<file path="src/hw/rtl/octant_voxel_density_histogram_macros.svh">
// assertion helpers for the voxel histogram
`ifndef OCTANT_VOXEL_DENSITY_HISTOGRAM_MACROS_SVH
`define OCTANT_VOXEL_DENSITY_HISTOGRAM_MACROS_SVH

// implication checked on every rising clock edge outside reset
`define OVDH_ASSERT_IMP(label, clk, rst_n, ante, cons, msg) \
    label: assert property (@(posedge clk) disable iff (!rst_n) (ante) |-> (cons)) \
        else $error(msg);

// implication checked in the cycle after the antecedent
`define OVDH_ASSERT_NEXT(label, clk, rst_n, ante, cons, msg) \
    label: assert property (@(posedge clk) disable iff (!rst_n) (ante) |=> (cons)) \
        else $error(msg);

`endif

</file>
<file path="src/hw/rtl/ovdh_pkg.sv">
`timescale 1ns / 1ps
`default_nettype none
package ovdh_pkg;

    localparam int DEF_BINS_X  = 16;
    localparam int DEF_BINS_Y  = 16;
    localparam int DEF_BINS_Z  = 16;
    localparam int OCTANTS     = 8;

    localparam int POS_W       = 24;
    localparam int BIN_W       = 4;
    localparam int OCT_W       = 3;
    localparam int SIZE_W      = 16;
    localparam int THR_W       = 31;
    localparam int CNT_W       = 32;
    localparam int CTR_W       = 21;
    localparam int CFG_W       = 31;

    localparam logic [SIZE_W-1:0] BIN_SIZE_RST = 16'd256;
    localparam logic [CTR_W-1:0]  CENTRE_MAX   = 21'd1048575;

    localparam logic ACT_ADD  = 1'b0;
    localparam logic ACT_READ = 1'b1;

    localparam logic CFG_BIN_SIZE  = 1'b0;
    localparam logic CFG_THRESHOLD = 1'b1;

    typedef enum logic [1:0] {
        DC_LOW  = 2'd0,
        DC_MID  = 2'd1,
        DC_HIGH = 2'd2
    } t_dclass;

    typedef struct packed {
        logic             is_read;
        logic [POS_W-1:0] mag_x;
        logic [POS_W-1:0] mag_y;
        logic [POS_W-1:0] mag_z;
        logic [OCT_W-1:0] oct;
        logic [BIN_W-1:0] bin_x;
        logic [BIN_W-1:0] bin_y;
        logic [BIN_W-1:0] bin_z;
        logic             rd_in_range;
    } t_item;

    typedef enum logic [3:0] {
        S_CLEAR,
        S_IDLE,
        S_DIV,
        S_IDX,
        S_ACHK,
        S_AWR,
        S_RWAIT
    } t_state;

endpackage
`default_nettype wire

</file>
<file path="src/hw/rtl/ovdh_front.sv">
`timescale 1ns / 1ps
`default_nettype none
module ovdh_front #(
    parameter int BINS_X = 16,
    parameter int BINS_Y = 16,
    parameter int BINS_Z = 16
) (
    input  wire logic                            i_action,
    input  wire logic signed [ovdh_pkg::POS_W-1:0] i_pos_x,
    input  wire logic signed [ovdh_pkg::POS_W-1:0] i_pos_y,
    input  wire logic signed [ovdh_pkg::POS_W-1:0] i_pos_z,
    input  wire logic [ovdh_pkg::BIN_W-1:0]      i_bin_x,
    input  wire logic [ovdh_pkg::BIN_W-1:0]      i_bin_y,
    input  wire logic [ovdh_pkg::BIN_W-1:0]      i_bin_z,
    input  wire logic [ovdh_pkg::OCT_W-1:0]      i_octant,
    output ovdh_pkg::t_item                      o_item
);
    import ovdh_pkg::*;

    logic [8:0] bx_ext, by_ext, bz_ext;

    always_comb begin
        bx_ext = {5'd0, i_bin_x};
        by_ext = {5'd0, i_bin_y};
        bz_ext = {5'd0, i_bin_z};
        o_item.is_read = (i_action == ACT_READ);
        // magnitude of the most negative value still fits unsigned
        o_item.mag_x = i_pos_x[POS_W-1] ? POS_W'(-i_pos_x) : POS_W'(i_pos_x);
        o_item.mag_y = i_pos_y[POS_W-1] ? POS_W'(-i_pos_y) : POS_W'(i_pos_y);
        o_item.mag_z = i_pos_z[POS_W-1] ? POS_W'(-i_pos_z) : POS_W'(i_pos_z);
        if (i_action == ACT_READ) begin
            o_item.oct = i_octant;
        end else begin
            o_item.oct = {~i_pos_z[POS_W-1], ~i_pos_y[POS_W-1], ~i_pos_x[POS_W-1]};
        end
        o_item.bin_x = i_bin_x;
        o_item.bin_y = i_bin_y;
        o_item.bin_z = i_bin_z;
        o_item.rd_in_range = (bx_ext < 9'(BINS_X)) && (by_ext < 9'(BINS_Y))
                          && (bz_ext < 9'(BINS_Z));
    end

endmodule
`default_nettype wire

</file>
<file path="config.mk">
export PLATFORM = sky130hd
export DESIGN_NAME = ovdh_front
export DESIGN_NICKNAME = d
export VERILOG_FILES = /design/src/hw/rtl/octant_voxel_density_histogram_macros.svh /design/src/hw/rtl/ovdh_pkg.sv /design/src/hw/rtl/ovdh_front.sv
export SDC_FILE = /design/constraint.sdc
export NUM_CORES = 1
export LEC_CHECK = 0
export ABC_AREA = 1
export BUFFER_PORTS_ARGS = -buffer_cell sky130_fd_sc_hd__buf_2
export CORE_MARGIN = 5
export CORE_UTILIZATION = 39
export DETAILED_ROUTE_END_ITERATION = 7
export GPL_ROUTABILITY_DRIVEN = 0
export PLACE_DENSITY = 0.8
export SLEW_MARGIN = 0
export SYNTH_ARGS = -nofsm -noshare
export SYNTH_HDL_FRONTEND = slang
export SYNTH_SLANG_ARGS = --single-unit
</file>
<file path="constraint.sdc">
create_clock -name vclk -period 1.8
set_input_delay 0.27 -clock vclk [all_inputs]
set_output_delay 0.27 -clock vclk [all_outputs]
set_load 0.05 [all_outputs]
</file>
# --- Yosys cells after proc, flatten, opt, wreduce, memory -nomap -nowiden ---
# Cells that the tools add are included.
totals:
  ram_bits: 0
  romBits: 0
  out_inout_bits: 89
  wordCells: 10
  inputBits: 88
  register_bits: 0
  mem_count: 0
  latch_bits: 0
classes:
  n_mux: 4
  add_sub_neg: 3
  n_eq_ne: 0
  n_bitwise: 3
  magnitude_cmp: 0
  reduce_logical: 0
  shift: 0
  multipliers: 0
  div: 0
op_table:
  columns: ["cell", "n"]
  rows:
  - ["24-bit 2-to-1 mux", 3]
  - ["24-bit negator", 3]
  - ["3-bit 2-to-1 mux", 1]
  - ["1-bit NOT", 3]

# --- Longest topological paths before layout ---
logic_depth:
  depth_word: 2
  ltp_mapped: 9

# --- Least setup slack after synthesis ---
# Ideal clock, no wire load.
synth_timing:
  kind: "input-to-output"
  from: "input port i_pos_x[2] in the netlist's numbering"
  to: "output port o_item[87] in the netlist's numbering"
  n_path_buf: 0
  stages: 5
  slack_ns: -0.625
  required_ns: 1.530
  arrival_time_ns: 2.155
  path_cell_list: "inv_1 nand3_1 nor2_2 nand2_1 nor4_1"
synth_rtl:
  columns: ["element", "line", "rtl"]
  rows:
  - ["start, declared", "ovdh_front.sv:9", "input wire logic signed [ovdh_pkg::POS_W-1:0] i_pos_x,"]
  - ["end, declared", "ovdh_front.sv:16", "output ovdh_pkg::t_item o_item"]

==> out/qor.yml <==
cpLargestDelayFamily: "simple AND/OR/NAND/NOR gates"
fp.dieH_um: 84.7
yosysTopAreaCell: "nand2_1"
yosysMostFrequentCell: "nand2_1"
clock_buffers: 0
crit_path_start_kind: "input pin"
grt_usage_pct: 19.0
overflow: 0
die_area_mm2: 0.00718
setup_slack_ps: 55.2
path_max_fanout: 5
holdPathEnd: "o_item[2]"
period_needed_ps: 1740
vdd_drop_max_mv: 0.259
cpMaxStageDelayCell: "ha_2"
initial_core_util_pct: 39.8
grt_pass1_vias: 2914
drt-total-wl_mm: 7.72
hpwl_mm: 6.55
rsz0062_at_grt: "yes"
power_per_cell_area_mw_per_mm2: 406
antenna-diode-count: 0
io_pins: 177
postCtsHoldBufs: 0
p_switching_mw: 0.942
pwr-share-seq_pct: 0
drive_above_1_share_pct: 36.1
startpoint: "i_pos_z[0]"
grt_max_degree: 27
area_growth_pct: 46.9
vias: 3213
p_int_mw: 0.357
remaining_drc_errors: 0
synth_area_mm2: 0.00218
pwr-share-clk_pct: 0
finalCritPeriodShare_pct: 96.9
n_fill_cell: 548
cp-end-kind: "output pin"
synthTopCellsByArea: "nand2_1 (26%), nand3_1 (11%), nor2_1 (11%)"
seq_cell_count: 0
comb_power_share_pct: 100.0
outcome: "complete, no violations"
crit_type: "input pin to output pin"
ys_types: 26
synth_nets: 541
crit_buf_inv: 3
swShare_pct: 72.5
final-max-slew-violation-count: 0
critPathMaxStageDelay_ps: 220
p_leak_nw: 1.77
crit_required_ps: 1530
first_pass_iters: 5
wire_per_inst_um: 11.8
grt_pass1_wl_mm: 12.1
syn_avg_cell_area_um2: 4.84
yosysSeqAreaShare_pct: 0
design.core.area_mm2: 0.00547
synth_common_cells: "nand2_1 (148), nor2_1 (64), inv_1 (60), nand3_1 (48), o21ai_0 (26)"
std_cell_rows: 27
hold_path.startpoint: "i_bin_z[1]"
holdWs_ps: 540
worstPathArrival_ps: 1470
synth.top_cell.area_share_pct: 25.5
seq_area_um2: 0
max_freq_mhz: 573
synthCells: 450
final_hold_viol_count: 0
numPortBuffers: 152
antenna_found_initial: 0
drt_iter0_drc: 180
nets: 677
yosys_warnings: 0
die_w_um: 84.7
pre_cts_ws_ps: -90.9
crit_top_cell: "nand2_1"
viasPerCell: 4.90
setup_violations: 0
cap_violations: 0
hold-path-cell-count: 0
min_path_type: "input pin to output pin"
ant_nets: 0
cp_cell_sequence: "buf_2 > inv_1 > ha_2 > nand3_4 > nor2_4 > nand2_2 > nand2_4 > nand2_1 > nand2_1 > nand2_1 > buf_4"
-- what timing repair did --
item,in CTS,in global routing
pin swaps,0,5
setup buffers,0,1
resized for setup,17,50
setup endpoints to repair,16,38
-- power groups by stage --
stage          logic [mW]  clock network [mW]  registers, mW
4_1_cts              1.26                   0              0
3_3_place_gp         1.22                   0              0
2_1_floorplan       0.979                   0              0
5_1_grt              1.38                   0              0
3_5_place_dp         1.23                   0              0
6_report             1.30                   0              0
-- layout by cell type (no fill, tap or decap), types with 3 or more instances in the layout --
cell / synthesis / final
o21ai_1: 3 / 9
buf_2: 3 / 124
nand3b_1: 3 / 3
inv_1: 60 / 56
xnor2_2: 0 / 4
buf_4: 19 / 22
buf_6: 1 / 3
nor2_4: 1 / 5
o21ai_0: 26 / 20
inv_2: 1 / 5
nand3_1: 48 / 44
nand3_2: 1 / 3
xor2_2: 0 / 8
nand2_2: 10 / 10
nand2_1: 148 / 146
xor2_1: 19 / 11
nor2_1: 64 / 59
nand4_1: 5 / 5
nor2_2: 5 / 6
clkbuf_4: 0 / 9
xnor2_1: 18 / 14
-- how the worst max path moves through the flow --
stage / end / slack, ps / cells past startpoint
after floorplan: o_item[87] / -40 / 5
after global placement: o_item[58] / -30 / 10
after detailed placement: o_item[50] / -90 / 9
after CTS: o_item[60] / -9 / 11
after global routing: o_item[38] / -50 / 11
final: o_item[36] / 60 / 11
-- metrics by stage --
step	cells	area [µm²]	util, %	power [mW]	setup TNS [ps]
2_1_floorplan	450	2280	-	0.979	-117
3_3_place_gp	655	3000	54.8	1.22	-58.8
3_5_place_dp	655	3000	54.8	1.23	-579
4_1_cts	655	3040	55.6	1.26	-8.53
5_1_grt	656	3200	58.5	1.38	-116
6_report	656	3200	58.5	1.30	0
-- per-layer routing --
layer	wire length, µm	part of all wire, %	vias to the layer above	track usage, %
li1	-	-	1639	-
met1	2980	39	1403	23.6
met2	3940	51	155	36.1
met3	677	8.8	16	1.86
met4	111	1.4	0	2.30
met5	0	0	-	0
-- final cells by class --
class              instances  area (µm²)  share of cell area, %
multi-input cells        365        1990                   62.3
repair buffers           158         887                   27.7
inverters                 61         229                   7.16
well taps                 72        90.1                   2.82
-- logic make-up (layout without fill, tap and decap cells) --
family	count (synthesis)	count (layout)	share of synthesized area [%]
AOI/OAI and AO/OA	32	32	7.70
xor gates and xnor gates	37	37	14.9
adders and majority gates	3	3	1.72
buffers and inverters	85	219	18.4
other	1	1	0.172
and+or+nand+nor	292	292	57.1
(Power assumes the default switching activity.)
