<file path="config.mk">
export PLATFORM = sky130hd
export DESIGN_NAME = ovdh_queue
export DESIGN_NICKNAME = d
export VERILOG_FILES = /design/src/hw/rtl/octant_voxel_density_histogram_macros.svh /design/src/hw/rtl/ovdh_pkg.sv /design/src/hw/rtl/ovdh_queue.sv
export SDC_FILE = /design/constraint.sdc
export NUM_CORES = 1
export LEC_CHECK = 0
export BUFFER_PORTS_ARGS = -buffer_cell sky130_fd_sc_hd__buf_2
export CAP_MARGIN = 20
export CORE_ASPECT_RATIO = 0.9
export CORE_MARGIN = 5
export CORE_UTILIZATION = 52
export CTS_CLUSTER_SIZE = 14
export DETAILED_ROUTE_END_ITERATION = 16
export HOLD_SLACK_MARGIN = 0.02
export PLACE_DENSITY = 0.88
export SLEW_MARGIN = 20
export SYNTH_ARGS = -nofsm -noshare
export SYNTH_HDL_FRONTEND = slang
export SYNTH_SLANG_ARGS = --single-unit
</file>
<file path="constraint.sdc">
create_clock -name i_clk -period 7.8 [get_ports i_clk]
set_input_delay 1.56 -clock i_clk [delete_from_list [all_inputs] [get_ports i_clk]]
set_output_delay 1.56 -clock i_clk [all_outputs]
set_load 0.1 [all_outputs]
</file>
<file path="src/hw/rtl/octant_voxel_density_histogram_macros.svh">
// assertion helpers for the voxel histogram
`ifndef OCTANT_VOXEL_DENSITY_HISTOGRAM_MACROS_SVH
`define OCTANT_VOXEL_DENSITY_HISTOGRAM_MACROS_SVH

// implication checked on every rising clock edge outside reset
`define OVDH_ASSERT_IMP(label, clk, rst_n, ante, cons, msg) \
    label: assert property (@(posedge clk) disable iff (!rst_n) (ante) |-> (cons)) \
        else $error(msg);

// implication checked in the cycle after the antecedent
`define OVDH_ASSERT_NEXT(label, clk, rst_n, ante, cons, msg) \
    label: assert property (@(posedge clk) disable iff (!rst_n) (ante) |=> (cons)) \
        else $error(msg);

`endif

</file>
<file path="src/hw/rtl/ovdh_pkg.sv">
`timescale 1ns / 1ps
`default_nettype none
package ovdh_pkg;

    localparam int DEF_BINS_X  = 16;
    localparam int DEF_BINS_Y  = 16;
    localparam int DEF_BINS_Z  = 16;
    localparam int OCTANTS     = 8;

    localparam int POS_W       = 24;
    localparam int BIN_W       = 4;
    localparam int OCT_W       = 3;
    localparam int SIZE_W      = 16;
    localparam int THR_W       = 31;
    localparam int CNT_W       = 32;
    localparam int CTR_W       = 21;
    localparam int CFG_W       = 31;

    localparam logic [SIZE_W-1:0] BIN_SIZE_RST = 16'd256;
    localparam logic [CTR_W-1:0]  CENTRE_MAX   = 21'd1048575;

    localparam logic ACT_ADD  = 1'b0;
    localparam logic ACT_READ = 1'b1;

    localparam logic CFG_BIN_SIZE  = 1'b0;
    localparam logic CFG_THRESHOLD = 1'b1;

    typedef enum logic [1:0] {
        DC_LOW  = 2'd0,
        DC_MID  = 2'd1,
        DC_HIGH = 2'd2
    } t_dclass;

    typedef struct packed {
        logic             is_read;
        logic [POS_W-1:0] mag_x;
        logic [POS_W-1:0] mag_y;
        logic [POS_W-1:0] mag_z;
        logic [OCT_W-1:0] oct;
        logic [BIN_W-1:0] bin_x;
        logic [BIN_W-1:0] bin_y;
        logic [BIN_W-1:0] bin_z;
        logic             rd_in_range;
    } t_item;

    typedef enum logic [3:0] {
        S_CLEAR,
        S_IDLE,
        S_DIV,
        S_IDX,
        S_ACHK,
        S_AWR,
        S_RWAIT
    } t_state;

endpackage
`default_nettype wire

</file>
<file path="src/hw/rtl/ovdh_queue.sv">
`timescale 1ns / 1ps
`default_nettype none
module ovdh_queue (
    input  wire logic            i_clk,
    input  wire logic            i_rst_n,
    input  wire logic            i_push,
    input  ovdh_pkg::t_item      i_item,
    input  wire logic            i_pop,
    output ovdh_pkg::t_item      o_item,
    output logic                 o_empty,
    output logic                 o_full
);
    import ovdh_pkg::*;

    t_item      r_mem [2];
    logic       r_wp, r_rp;
    logic [1:0] r_cnt;

    always_ff @(posedge i_clk) begin
        if (i_push) begin
            r_mem[r_wp] <= i_item;
        end
    end

    always_ff @(posedge i_clk) begin
        if (!i_rst_n) begin
            r_wp  <= 1'b0;
            r_rp  <= 1'b0;
            r_cnt <= 2'd0;
        end else begin
            if (i_push) begin
                r_wp <= ~r_wp;
            end
            if (i_pop) begin
                r_rp <= ~r_rp;
            end
            r_cnt <= r_cnt + 2'(i_push) - 2'(i_pop);
        end
    end

    assign o_item  = r_mem[r_rp];
    assign o_empty = (r_cnt == 2'd0);
    assign o_full  = (r_cnt == 2'd2);

endmodule
`default_nettype wire

</file>
=== Yosys cells after proc, flatten, opt, wreduce, memory -nomap -nowiden ===
Memory sizes are Yosys's and may differ from the RTL's. A register that Yosys moved wholly into a read port is not among the register bits.
Index checks and enable logic that the tools add are counted.

* RAM bits: 178
* Flip-flop bits (word level): 4
* Memories: 1

{| class="wikitable"
|+ Memory list
! memory !! words !! width !! rd ports !! clocked after memory_dff !! wr ports !! line !! text
|-
| r_mem || 2 || 89 || 1 || 1 || 1 || ovdh_queue.sv:15 || <nowiki>t_item r_mem [2];</nowiki>
|}

* Bitwise operators: 2
* Reductions and logical operators: 1
* Equality and inequality tests: 1
* Mux-type cells: 4
* Add/sub/neg operators: 2

{| class="wikitable"
|+ Operators with widths
! cell !! number
|-
| 1-bit 2-to-1 mux || 4
|-
| 2-bit by 1-bit adder with 2-bit output || 1
|-
| 2-bit == test (second input constant) || 1
|-
| 2-bit zero test || 1
|-
| 1-bit inverter || 2
|-
| 2-bit by 1-bit subtractor with 2-bit output || 1
|}

=== Longest topological paths before layout ===
* Depth after elaboration: 3
* Mapped depth: 6

=== Worst setup path after synthesis ===
OpenSTA, ideal clock, no wires.

* Kind: input-to-reg
* Start: input i_push
* End: memory r_mem[0][0] (netlist bit) (enable)
* Data arrival time: 5.473 ns
* Required time: 7.252 ns
* Slack: 1.778 ns
* Library setup time: 0.548 ns
* Stages: 1
* Cells stage by stage: nor2b_1

* Word-level cells in the longest chain between the ends: 2

{| class="wikitable"
|+ Ends and longest elaborated chain
! element !! line !! text
|-
| from (decl) || ovdh_queue.sv:6 || <nowiki>input wire logic i_push,</nowiki>
|-
| 1-bit 2-to-1 mux || ovdh_queue.sv:20 || <nowiki>if (i_push) begin</nowiki>
|-
| 1-bit 2-to-1 mux (implied by the code) || ovdh_queue.sv:21 || <nowiki>r_mem[r_wp] <= i_item;</nowiki>
|-
| to (decl) || ovdh_queue.sv:15 ||
|}

Every way passes these cells.

==> metrics.yaml <==
status: "complete, no violations"
fp.dieW_um: 129
p_int_w: 0.00178
hp-start: "r_rp$_SDFFE_PN0P_"
synth-xor-area-share_pct: 0.468
reg2reg_depth: 2
die_y_um: 118
ctsLongestPathBuffers: 2
crit_fanout: 46
drtAntennaViolNets: 0
post_cts_buffers: 0
min_period_ns: 4.08
synth_cells: 298
regArea_mm2: 0.00545
yosysWarnings: 0
routed.top_layer: "met5"
layout.nets: 588
fmaxAchievable_mhz: 245
syn-cell-area_mm2: 0.00668
grt_max_degree: 58
hpwl_um: 8140
whs_path_depth: 2
cts-buffers-inserted: 17
max-cap-violations: 0
sw_frac_of_total_pct: 31.0
max_stage_delay_ns: 0.73
synth_compound_area_share_pct: 0.112
hold_path.class: "flop to flop"
place.gp.congestion: 0.713
slowest_stage: "dfxtp_4"
slew_viol_final: 0
multi_input_area_mm2: 0.00117
drc_errors: 0
cts.repair.resized: 0
whs_ns: 0.588
power.density_mw_per_mm2: 308
crit_chain: "buf_4 -> mux2_2 -> buf_2"
pwr-share-comb_pct: 21.8
slew_headroom_pct: 35.8
postSynthNetCount: 393
criticalPathCategory: "flop to output pin"
grt_use_total_pct: 16.0
synth_adder_area_share_pct: 0.375
grt_pass1_wl_um: 18400
drt-initial-drc-count: 147
wl_met3_um: 1130
routedWlPerCell_um: 18.0
worst_ep_arrival_time_ns: 2.52
fin_skew_ns: 0.00689
io_pins: 184
start_util_pct: 52.8
avgSynthCellArea_um2: 22.4
wirelength_um: 12100
hold_violations: 0
worstPathRequired_ns: 6.24
end_kind: "output pin"
rows: 39
synth_top_family_by_area: "multiplexers"
synth_area_leaders: "edfxtp_1, mux2_2, mux2_4, dfxtp_1, buf_2"
synthSimpleGateAreaFrac_pct: 0.806
start_kind: "flop"
post-place-ws_ns: 4.08
met1_length_um: 4620
r2r_slack_ns: 5.54
wl_met2_um: 6160
area_growth_pct: 25.2
p_leak_nw: 3.18
cts_tree: "yes"
cts_num_sinks: 183
worst_slack_ns: 3.72
synth_seq_area_share_pct: 81.5
synthMuxAreaShare_pct: 15.6
synth_top_area_share_pct: 80.0
htreeDepth: 4
cts.clk_slew.worst_paths_ns: 0.06
rr_endpoint: "r_mem[0][77]$_DFFE_PP_"
rsz0062_at_grt: "false"
worstMarginPinSlew_ns: 0.962
setup_viol: 0
ys_types: 14
fin_crit_sh_pct: 52.3
finalSetupTns_ns: 0
grt_pass1_vias: 3671
fin_util_pct: 66.2
fillers: 858
portBuffers: 183
drive_gt1_share_pct: 60.2
vdd_ir_drop_max_v: 0.000263
yosysTopAreaCell: "edfxtp_1"
clock_power_share_pct: 33.2
num_vias: 3353
p_switching_w: 0.000798
grt_overflow: 0
rr_startpoint: "r_wp$_SDFFE_PN0P_"
antenna_cells: 0
fp.dieArea_mm2: 0.0152
insertion_delay_ns: 0.41
coreArea_mm2: 0.0126
cts-root-buf: "clkbuf_16"
vias_per_cell: 5.01
seqPwrFrac_pct: 45.0
antenna_found_initial: 2
ys_ff_latch: 183
cts_hold_buf: 0
dr.pass1.iters: 4
==> per-layer routing <==
layer	track usage, %	vias to the layer above
met2	26.8	125
met1	18.5	1639
met4	4.48	4
li1	-	1569
met5	0	-
met3	7.17	16
==> cell usage in the layout (no fill, tap or decap), types with 2 or more instances in the layout <==
cell type  count
bufinv_16      4
clkinv_1       2
clkbuf_16     17
and2_1         3
clkbuf_1       3
dfxtp_1        4
mux2_2        79
clkinv_2       4
buf_4          3
edfxtp_1     178
nor2b_1        3
mux2_4        10
inv_1          2
ha_1           2
buf_2        183
==> synthesized netlist by cell type (all sizes together) <==
cell type and n:
nor2 1, inv 2, xnor3 1, buf 10, and2 4, ha 2, xor2 1, o21a 1
nor2b 4, edfxtp 178, dfxtp 5, mux2 89
==> power by group through the flow <==
stage | combinational [W] | clock, W | sequential, W
final | 0.000561 | 0.000854 | 0.00116
after global routing | 0.000578 | 0.000918 | 0.00116
after CTS | 0.000566 | 0.000871 | 0.00116
after detailed placement | 0.000564 | 0 | 0.00118
after global placement | 0.000558 | 0 | 0.00118
after floorplan | 0.000485 | 0 | 0.00117
==> per-stage QoR <==
stage,instance area (um2),total power [W],instances
2_1_floorplan,6680,0.00166,298
3_3_place_gp,7770,0.00173,638
3_5_place_dp,7770,0.00174,638
4_1_cts,8360,0.00260,669
5_1_grt,8360,0.00266,669
6_report,8360,0.00257,669
==> critical path: cells and delay by family, from the launching register on <==
family	cells	cell delay, ns
buffers and inverters	2	0.91
DFF	1	0.73
muxes	1	0.42
==> flip-flops by register name (all words and copies together) (netlist names), named ones only <==
| name | flops |
|---|---|
| r_rp | 1 |
| r_cnt | 2 |
| r_mem | 178 |
| r_wp | 1 |
==> area by class of cell <==
cell class / count / share of cell area [%]
Inverter: 2 / 0.0898
Multi-Input combinational cell: 103 / 14.0
Clock inverter: 11 / 1.87
Timing Repair Buffer: 186 / 11.2
Tap cell: 164 / 2.45
Clock buffer: 20 / 5.22
Sequential cell: 183 / 65.2
==> worst max-delay path by stage <==
| stage | startpoint | to | cells past startpoint |
|---|---|---|---|
| after CTS | flop | o_item[3] | 3 |
| after global routing | flop | o_item[3] | 3 |
| final | flop | o_item[3] | 3 |
| after detailed placement | i_push | r_mem[0][30]$_DFFE_PP_ | 3 |
| after floorplan | i_push | r_mem[0][0]$_DFFE_PP_ | 1 |
| after global placement | i_push | r_mem[0][30]$_DFFE_PP_ | 3 |
==> cells by family (layout without fill, tap and decap cells) <==
kind of cell / count (synthesis) / after routing
DFF: 183 / 183
and+or+nand+nor: 9 / 9
AOI/OAI and AO/OA: 1 / 1
xor gates and xnor gates: 2 / 2
adders and majority gates: 2 / 2
muxes: 89 / 89
buffers and inverters: 12 / 219
(Power assumes the default switching activity.)
